[src/design/gcl_pkg.sv]
// shared types and constants for the gcd / lcm unit
`default_nettype none

package gcl_pkg;

   localparam int DATA_WIDTH_DEF = 32;
   localparam int FIELD_WIDTH    = 32;

   typedef enum logic {
      OP_GCD = 1'b0,
      OP_LCM = 1'b1
   } op_type;

   typedef enum logic [2:0] {
      ST_IDLE,
      ST_GCD,
      ST_DIV,
      ST_MUL,
      ST_FINISH
   } state_type;

   typedef struct packed {
      logic load;
      logic gcd_step;
      logic gcd_fin;
      logic div_step;
      logic mul_step;
      logic out_load;
   } cmd_type;

   typedef struct packed {
      logic gcd_done;
      logic lcm_path;
   } status_type;

endpackage

`default_nettype wire

[src/design/gcl_if.sv]
// request and response channel interfaces
`default_nettype none

interface gcl_req_if
   import gcl_pkg::*;
();
   logic                   valid;
   logic                   ready;
   op_type                 op;
   logic [FIELD_WIDTH-1:0] operand_a;
   logic [FIELD_WIDTH-1:0] operand_b;

   modport source (output valid, output op, output operand_a, output operand_b,
                   input ready);
   modport sink   (input valid, input op, input operand_a, input operand_b,
                   output ready);
endinterface

interface gcl_rsp_if
   import gcl_pkg::*;
();
   logic                   valid;
   logic                   ready;
   logic [FIELD_WIDTH-1:0] result;
   logic                   overflow;

   modport source (output valid, output result, output overflow, input ready);
   modport sink   (input valid, input result, input overflow, output ready);
endinterface

`default_nettype wire

[src/design/gcl_ctrl.sv]
// controller state machine: sequences gcd, divide, multiply and result hand-off
`default_nettype none

module gcl_ctrl
   import gcl_pkg::*;
#(
   parameter int DATA_WIDTH = DATA_WIDTH_DEF
) (
   input  wire logic       clock,
   input  wire logic       reset,
   input  wire logic       req_valid,
   output      logic       req_ready,
   output      logic       rsp_valid,
   input  wire logic       rsp_ready,
   input  wire status_type status,
   output      cmd_type    cmd
);

   localparam int CNT_W = $clog2(DATA_WIDTH);
   localparam logic [CNT_W-1:0] CNT_LAST = CNT_W'(DATA_WIDTH - 1);

   state_type        state_ff, state_in;
   logic [CNT_W-1:0] cnt_ff, cnt_in;
   logic             rsp_valid_ff, rsp_valid_in;
   logic             cnt_last;
   logic             out_free;

   assign cnt_last  = (cnt_ff == CNT_LAST);
   assign out_free  = !rsp_valid_ff || rsp_ready;
   assign rsp_valid = rsp_valid_ff;

   always_comb begin
      state_in = state_ff;
      unique case (state_ff)
         ST_IDLE: begin
            if (req_valid) state_in = ST_GCD;
         end
         ST_GCD: begin
            if (status.gcd_done) state_in = status.lcm_path ? ST_DIV : ST_FINISH;
         end
         ST_DIV: begin
            if (cnt_last) state_in = ST_MUL;
         end
         ST_MUL: begin
            if (cnt_last) state_in = ST_FINISH;
         end
         ST_FINISH: begin
            if (out_free) state_in = ST_IDLE;
         end
         default: state_in = ST_IDLE;
      endcase
   end

   always_comb begin
      req_ready    = 1'b0;
      cmd          = '0;
      unique case (state_ff)
         ST_IDLE: begin
            req_ready = 1'b1;
            cmd.load  = req_valid;
         end
         ST_GCD: begin
            cmd.gcd_step = !status.gcd_done;
            cmd.gcd_fin  = status.gcd_done;
         end
         ST_DIV:    cmd.div_step = 1'b1;
         ST_MUL:    cmd.mul_step = 1'b1;
         ST_FINISH: cmd.out_load = out_free;
         default:   cmd = '0;
      endcase
   end

   always_comb begin
      if ((state_ff == ST_DIV || state_ff == ST_MUL) && !cnt_last) begin
         cnt_in = cnt_ff + CNT_W'(1);
      end else begin
         cnt_in = '0;
      end
   end

   always_comb begin
      if (cmd.out_load) begin
         rsp_valid_in = 1'b1;
      end else if (rsp_ready) begin
         rsp_valid_in = 1'b0;
      end else begin
         rsp_valid_in = rsp_valid_ff;
      end
   end

   always_ff @(posedge clock) begin
      if (reset) begin
         state_ff     <= ST_IDLE;
         cnt_ff       <= '0;
         rsp_valid_ff <= 1'b0;
      end else begin
         state_ff     <= state_in;
         cnt_ff       <= cnt_in;
         rsp_valid_ff <= rsp_valid_in;
      end
   end

endmodule

`default_nettype wire

[src/design/gcl_dpath.sv]
// datapath: binary gcd, shift-subtract divide, shift-add multiply, result register
`default_nettype none

module gcl_dpath
   import gcl_pkg::*;
#(
   parameter int DATA_WIDTH = DATA_WIDTH_DEF
) (
   input  wire logic                   clock,
   input  wire cmd_type                cmd,
   output      status_type             status,
   input  wire op_type                 op,
   input  wire logic [FIELD_WIDTH-1:0] operand_a,
   input  wire logic [FIELD_WIDTH-1:0] operand_b,
   output      logic [FIELD_WIDTH-1:0] result,
   output      logic                   overflow
);

   localparam int W    = DATA_WIDTH;
   localparam int KW   = $clog2(DATA_WIDTH);
   localparam int EW   = (DATA_WIDTH > FIELD_WIDTH) ? DATA_WIDTH : FIELD_WIDTH;

   op_type          op_ff;
   logic [W-1:0]    a_ff, b_ff;
   logic [W-1:0]    x_ff, y_ff, x_in, y_in;
   logic [KW-1:0]   k_ff, k_in;
   logic [W-1:0]    g_ff;
   logic [W-1:0]    rem_ff, rem_in;
   logic [W-1:0]    quo_ff, quo_in;
   logic [W-1:0]    hi_ff, hi_in;
   logic [FIELD_WIDTH-1:0] result_ff;
   logic            overflow_ff;

   logic [EW-1:0]   a_ext, b_ext, r_ext;
   logic [W-1:0]    a_new, b_new;
   logic [W:0]      rem_sh, rem_diff, msum;
   logic            rem_ge;
   logic [W-1:0]    res_w;
   logic            ovf_w;
   logic            a_zero, b_zero;

   assign a_ext = EW'(operand_a);
   assign b_ext = EW'(operand_b);
   assign a_new = a_ext[W-1:0];
   assign b_new = b_ext[W-1:0];

   assign a_zero = (a_ff == '0);
   assign b_zero = (b_ff == '0);
   assign status.gcd_done = (x_ff == '0) || (y_ff == '0);
   assign status.lcm_path = (op_ff == OP_LCM) && !a_zero && !b_zero;

   // one binary gcd step
   always_comb begin
      x_in = x_ff;
      y_in = y_ff;
      k_in = k_ff;
      priority if (!x_ff[0] && !y_ff[0]) begin
         x_in = x_ff >> 1;
         y_in = y_ff >> 1;
         k_in = k_ff + KW'(1);
      end else if (!x_ff[0]) begin
         x_in = x_ff >> 1;
      end else if (!y_ff[0]) begin
         y_in = y_ff >> 1;
      end else if (x_ff >= y_ff) begin
         x_in = (x_ff - y_ff) >> 1;
      end else begin
         y_in = (y_ff - x_ff) >> 1;
      end
   end

   // restoring divide of a by g, one quotient bit per cycle
   assign rem_sh   = {rem_ff, quo_ff[W-1]};
   assign rem_diff = rem_sh - {1'b0, g_ff};
   assign rem_ge   = (rem_sh >= {1'b0, g_ff});

   // shift-add multiply of quotient by b, one multiplier bit per cycle
   assign msum = {1'b0, hi_ff} + (quo_ff[0] ? {1'b0, b_ff} : '0);

   always_comb begin
      rem_in = rem_ff;
      quo_in = quo_ff;
      hi_in  = hi_ff;
      priority if (cmd.gcd_fin) begin
         rem_in = '0;
         quo_in = a_ff;
         hi_in  = '0;
      end else if (cmd.div_step) begin
         rem_in = rem_ge ? rem_diff[W-1:0] : rem_sh[W-1:0];
         quo_in = {quo_ff[W-2:0], rem_ge};
      end else if (cmd.mul_step) begin
         hi_in  = msum[W:1];
         quo_in = {msum[0], quo_ff[W-1:1]};
      end else begin
         rem_in = rem_ff;
      end
   end

   always_comb begin
      ovf_w = 1'b0;
      priority if (op_ff == OP_GCD) begin
         res_w = g_ff;
      end else if (a_zero || b_zero) begin
         res_w = b_zero ? a_ff : b_ff;
      end else begin
         res_w = quo_ff;
         ovf_w = (hi_ff != '0);
      end
   end

   assign r_ext = EW'(res_w);

   always_ff @(posedge clock) begin
      if (cmd.load) begin
         op_ff <= op;
         a_ff  <= a_new;
         b_ff  <= b_new;
         x_ff  <= a_new;
         y_ff  <= b_new;
         k_ff  <= '0;
      end else if (cmd.gcd_step) begin
         x_ff  <= x_in;
         y_ff  <= y_in;
         k_ff  <= k_in;
      end
      if (cmd.gcd_fin) begin
         g_ff <= (x_ff | y_ff) << k_ff;
      end
      rem_ff <= rem_in;
      quo_ff <= quo_in;
      hi_ff  <= hi_in;
      if (cmd.out_load) begin
         result_ff   <= r_ext[FIELD_WIDTH-1:0];
         overflow_ff <= ovf_w;
      end
   end

   assign result   = result_ff;
   assign overflow = overflow_ff;

endmodule

`default_nettype wire

[src/design/gcl_lcm_top_placeholder.sv]
// top level of the gcd / lcm unit
`default_nettype none
// gcd_lcm_unit: greatest common divisor or least common multiple of two operands
//
// req_ch carries op and two unsigned operands; one result item per request
// comes back on rsp_ch with the result and an lcm overflow flag.
// an item is taken when req_ch.ready is high, which is only while the unit
// is idle; one item is worked on at a time.
// gcd: binary gcd loop, one step per cycle.
// lcm: gcd loop, then a shift-subtract divide of a by the gcd and a
// shift-add multiply of the quotient by b.
// lcm with a zero operand skips divide and multiply.
// loading the operands and writing the result register are steps of their own.
// the result register parts the two sides: a new item is taken while an
// earlier result still waits; a stalled receiver holds the unit only when a
// second result is ready to be written.
// reset is synchronous and clears the controller and the response valid.
module gcd_lcm_unit
   import gcl_pkg::*;
#(
   parameter int DATA_WIDTH = DATA_WIDTH_DEF
) (
   input wire logic  clock,
   input wire logic  reset,
   gcl_req_if.sink   req_ch,
   gcl_rsp_if.source rsp_ch
);

   cmd_type    cmd;
   status_type status;

   gcl_ctrl #(
      .DATA_WIDTH (DATA_WIDTH)
   ) u_ctrl (
      .clock     (clock),
      .reset     (reset),
      .req_valid (req_ch.valid),
      .req_ready (req_ch.ready),
      .rsp_valid (rsp_ch.valid),
      .rsp_ready (rsp_ch.ready),
      .status    (status),
      .cmd       (cmd)
   );

   gcl_dpath #(
      .DATA_WIDTH (DATA_WIDTH)
   ) u_dpath (
      .clock     (clock),
      .cmd       (cmd),
      .status    (status),
      .op        (req_ch.op),
      .operand_a (req_ch.operand_a),
      .operand_b (req_ch.operand_b),
      .result    (rsp_ch.result),
      .overflow  (rsp_ch.overflow)
   );

   a_busy_after_accept: assert property (@(posedge clock) disable iff (reset)
      (req_ch.valid && req_ch.ready) |=> !req_ch.ready)
      else $error("unit took an item while busy");

   a_result_from_finish: assert property (@(posedge clock) disable iff (reset)
      $rose(rsp_ch.valid) |-> $past(!req_ch.ready))
      else $error("result item raised outside the finish step");

   a_reset_clears_rsp: assert property (@(posedge clock) disable iff (reset)
      $past(reset) |-> !rsp_ch.valid)
      else $error("response valid set right after reset");

endmodule

`default_nettype wire

[src/flat_wrapper.sv]
// flat-port wrapper written by rule: the top's interface ports become plain ports
module gcd_lcm_unit_flat import gcl_pkg::*;
#(
   parameter int DATA_WIDTH = DATA_WIDTH_DEF
)
  (clock, reset, req_ch_valid, req_ch_op, req_ch_operand_a, req_ch_operand_b, req_ch_ready, rsp_ch_valid, rsp_ch_result, rsp_ch_overflow, rsp_ch_ready);
  gcl_req_if req_ch_i ();
  gcl_rsp_if rsp_ch_i ();
  input wire logic clock;
  input wire logic reset;
  input wire logic [$bits(req_ch_i.valid)-1:0] req_ch_valid;
  input wire logic [$bits(req_ch_i.op)-1:0] req_ch_op;
  input wire logic [$bits(req_ch_i.operand_a)-1:0] req_ch_operand_a;
  input wire logic [$bits(req_ch_i.operand_b)-1:0] req_ch_operand_b;
  output wire logic [$bits(req_ch_i.ready)-1:0] req_ch_ready;
  output wire logic [$bits(rsp_ch_i.valid)-1:0] rsp_ch_valid;
  output wire logic [$bits(rsp_ch_i.result)-1:0] rsp_ch_result;
  output wire logic [$bits(rsp_ch_i.overflow)-1:0] rsp_ch_overflow;
  input wire logic [$bits(rsp_ch_i.ready)-1:0] rsp_ch_ready;
  assign req_ch_i.valid = req_ch_valid;
  assign req_ch_i.op = req_ch_op;
  assign req_ch_i.operand_a = req_ch_operand_a;
  assign req_ch_i.operand_b = req_ch_operand_b;
  assign req_ch_ready = req_ch_i.ready;
  assign rsp_ch_valid = rsp_ch_i.valid;
  assign rsp_ch_result = rsp_ch_i.result;
  assign rsp_ch_overflow = rsp_ch_i.overflow;
  assign rsp_ch_i.ready = rsp_ch_ready;
  gcd_lcm_unit #(.DATA_WIDTH(DATA_WIDTH)) u_core (.clock(clock), .reset(reset), .req_ch(req_ch_i), .rsp_ch(rsp_ch_i));
endmodule
[config.mk]
export PLATFORM = sky130hd
export DESIGN_NAME = gcd_lcm_unit_flat
export DESIGN_NICKNAME = d
export VERILOG_FILES = /design/src/design/gcl_pkg.sv /design/src/design/gcl_if.sv /design/src/design/gcl_ctrl.sv /design/src/design/gcl_dpath.sv /design/src/design/gcl_lcm_top_placeholder.sv /design/src/flat_wrapper.sv
export SDC_FILE = /design/constraint.sdc
export NUM_CORES = 1
export LEC_CHECK = 0
export ABC_AREA = 0
export BUFFER_PORTS_ARGS = -buffer_cell sky130_fd_sc_hd__clkbuf_2
export CORE_MARGIN = 5
export CORE_UTILIZATION = 27
export DETAILED_ROUTE_END_ITERATION = 16
export PLACE_DENSITY_LB_ADDON = 0.05
export REMOVE_ABC_BUFFERS = 1
export SLEW_MARGIN = 15
export SYNTH_ARGS = -nofsm -noshare
export SYNTH_HDL_FRONTEND = slang
export SYNTH_SLANG_ARGS = --single-unit
[constraint.sdc]
create_clock -name clock -period 4.3 [get_ports clock]
set_clock_uncertainty 0.15 [all_clocks]
set_input_delay 0.215 -clock clock [delete_from_list [all_inputs] [get_ports clock]]
set_output_delay 0.215 -clock clock [all_outputs]
set_load 0.01 [all_outputs]
==> summary.txt <==
Global routing
  • Initial antenna violation count: 5
  • Global-route usage over all layers: 20.2%
  • Vias in the first global route: 19142
  • Largest net degree at the start of global routing: 67
  • First-pass GRT wire length: 132 mm
  • Total grt overflow: 0

Clocking
  • Num CTS Buffers: 43
  • CTS Sinks: 304
  • Clock Path Buffers: 3
  • CTS tree: built
  • Post-CTS Repair Setup Buffers: 0
  • Clk root buf: clkbuf_16
  • Clk_lat worst skew: 0.60 ns
  • Clk slew on worst S/H paths: 0.06 ns
  • H-Tree Depth: 2

Setup path
  • WS Path Type: flop to flop
  • Data arrival, critical path: 4.22 ns
  • CP Capture Type: flop
  • CP Launch Type: flop
  • Crit Path Max Fanout: 9
  • CP required: 4.49 ns

STA
  • # setup viols final: 0
  • Tmin final: 4.03 ns
  • Slew @ Worst Pin: 0.984 ns
  • Worst setup margin: 0.267 ns
  • Fin crit share: 93.8%
  • Slew headroom: 34.4%
  • Max-slew violations: 0
  • Endpoints failing hold: 0
  • RSZ-0062 raised after global routing: no
  • Fmax: roughly 250 MHz

Floorplan
  • Core Rows: 104
  • Die area: 0.0874 mm2
  • Starting Density: 27.3%
  • Core area: 0.0807 mm2
  • Top Ports: about 100
  • Die Ht: 296 um
  • Die Wd: between 200 and 300 um

Placement
  • Detail Placement HPWL: 71.7 mm
  • Pre-CTS setup slack: 0.239 ns
  • Cells after DPL: 3528
  • # port buffers: about 100
  • Final GP Congestion: 0.901

Power
  • Leak: 9.88 nW
  • P per Cell Area: 863 mW/mm2
  • Max VDD drop: approximately 0.35 mV

Drt
  • DRT Pass-1 Iters: 6
  • Wire length per cell: 24.7 um
  • Total Routed Length: just over 90 mm
  • Detailed-route via count: around 19000
  • DRC violations left: 0
  • Drt via density: 5.28
  • Remaining antenna violation count: 0
  • DRT iter0 DRCs: between 1500 and 2000

Cells and area
  • Reg area: around 0.0084 mm2
  • Layout area overhead: 18.1%
  • NumNets Final: about 2800
  • Area of the multi-input gates: 0.0126 mm2
  • Util after Layout: 32.2%
  • Non-filler cells, final: around 3700
  • Share of layout cells above drive strength 1: between 10% and 20%
  • # diodes: 0
  • Filler cell count: 8491

Synth
  • Post-synth EDFFs: 226
  • Primary FF master, synth: edfxtp_1
  • Syn Inst Count: ~2400
  • Top-area cell type share of the netlist area: roughly 31%
  • Seq cells post-synth: between 300 and 400
  • Synth area leader: edfxtp_1
  • Top cells by count, synth: 236 x nor2_1, 233 x a21oi_1, 226 x edfxtp_1
  • Ranking of synthesized cells by area: edfxtp_1 31%, ha_1 9.2%, dfxtp_1 7.1%, a21oi_1 5.3%, nor2_1 4.0%
  • Count leader, synth: nor2_1
  • Async SR Flop Fraction: 0%
  • Syn avg cell area: roughly 9.0 um2
  • Synth warnings: 0
  • Netlist cell types: 80
  • Sequential share of the synthesized area: 37.9%
  • Cell Area, Synth: 0.0220 mm2

Min path
  • Hold WC Path Type: input pin to flop

Flow run
  • MaxCap Viol Count: 0

Status
  • Status: finished, final reports clean
==> logic make-up after synthesis <==
logic type / Yosys count / synth area share, %
buffers and inverters: 293 / 5.27
AND/OR/NAND/NOR: 767 / 16.5
AO/OA/AOI/OAI: 700 / 20.2
multiplexers: 104 / 6.27
flip-flops: 304 / 37.9
XOR/XNOR: 109 / 4.33
adder cells (fa/ha/maj): 166 / 9.57
==> registers in the layout, summed over array words and instances (netlist names), 3 cells and up <==
signal / flops
u_core.u_dpath.x_ff: 32
u_core.u_dpath.k_ff: 5
u_core.u_dpath.hi_ff: 32
u_core.u_dpath.rem_ff: 32
u_core.u_ctrl.cnt_ff: 5
u_core.u_dpath.g_ff: 32
u_core.u_dpath.quo_ff: 32
u_core.u_dpath.a_ff: 32
u_core.u_dpath.result: 32
u_core.u_ctrl.state_ff: 3
u_core.u_dpath.b_ff: 32
u_core.u_dpath.y_ff: 32
==> worst max-delay path: stages, from the launching register on <==
cell	delay, ns
edfxtp_1	0.52
inv_1	0.11
ha_1	0.26
fa_1	0.41
nor2_1	0.16
o311ai_1	0.16
a21oi_2	0.38
a211oi_2	0.18
a2111o_1	0.43
nand2_2	0.25
nor2_1	0.20
buf_4	0.27
a221oi_1	0.24
nor2_1	0.08
==> layout make-up <==
class / instances / share of cell area [%]
Clock inverter: 17 / 0.919
Multi-Input combinational cell: 1846 / 48.3
Tap cell: 1060 / 5.10
Inverter: 149 / 2.16
Sequential cell: 304 / 32.1
Clock buffer: 62 / 4.64
Timing Repair Buffer: 237 / 6.74
==> metrics by stage <==
stage / hold slack [ns] / TNS, ns / area [um2] / total power, mW
floorplan: 0.134 / -954.27 / 21400 / 13.9
global placement: 0.255 / 0 / 23900 / 18.7
detailed placement: 0.258 / 0 / 23900 / 18.6
CTS: 0.168 / 0 / 26000 / 22.5
global route: 0.200 / 0 / 26000 / 24.0
finish: 0.218 / 0 / 26000 / 22.5
==> where the power goes <==
group	internal [mW]	total (mW)	switching (mW)
Clock	2.26	3.74	1.48
Combinational	5.00	13.3	8.28
Sequential	4.40	5.43	1.04
==> worst paths after layout <==
kind,startpoint,end,slack (ns),depth (start not counted)
max,u_core.u_dpath.x_ff[0]$_DFFE_PP_,u_core.u_dpath.y_ff[13]$_DFFE_PP_,0.27,13
min,req_ch_operand_a[31],u_core.u_dpath.a_ff[31]$_DFFE_PP_,0.22,2
max reg2reg,u_core.u_dpath.x_ff[0]$_DFFE_PP_,u_core.u_dpath.y_ff[13]$_DFFE_PP_,0.27,13
min reg2reg,u_core.u_ctrl.cnt_ff[0]$_SDFF_PP0_,u_core.u_ctrl.cnt_ff[0]$_SDFF_PP0_,0.29,1
==> per-layer routing <==
layer | vias to the layer above | routed length, um | GRT usage, %
li1 | 9239 | - | -
met1 | 9543 | 42900 | 29.0
met2 | 510 | 40200 | 31.8
met3 | 117 | 4840 | 2.73
met4 | 0 | 2790 | 6.02
met5 | - | 0 | 0
==> placed cells by master, fill, tap and decap left out, types with 50 or more instances in the layout <==
cell and instances:
nor3_1 60, ha_1 162, dfxtp_1 75, nor2_1 233
nor4_1 61, nand2_1 200, dlygate4sd3_1 68, xnor2_1 83
a211oi_1 50, o21ai_0 140, mux2i_1 66, a21oi_1 233
edfxtp_1 226, clkbuf_2 103, buf_4 61, inv_1 146
==> repair_timing <==
item,4_1_cts,5_1_grt
resized for setup,0,1
hold buffers,68,0
setup endpoints to repair,0,1
endpoints found under the hold margin,134,0
Note: power is estimated with default switching activity, not from simulation.
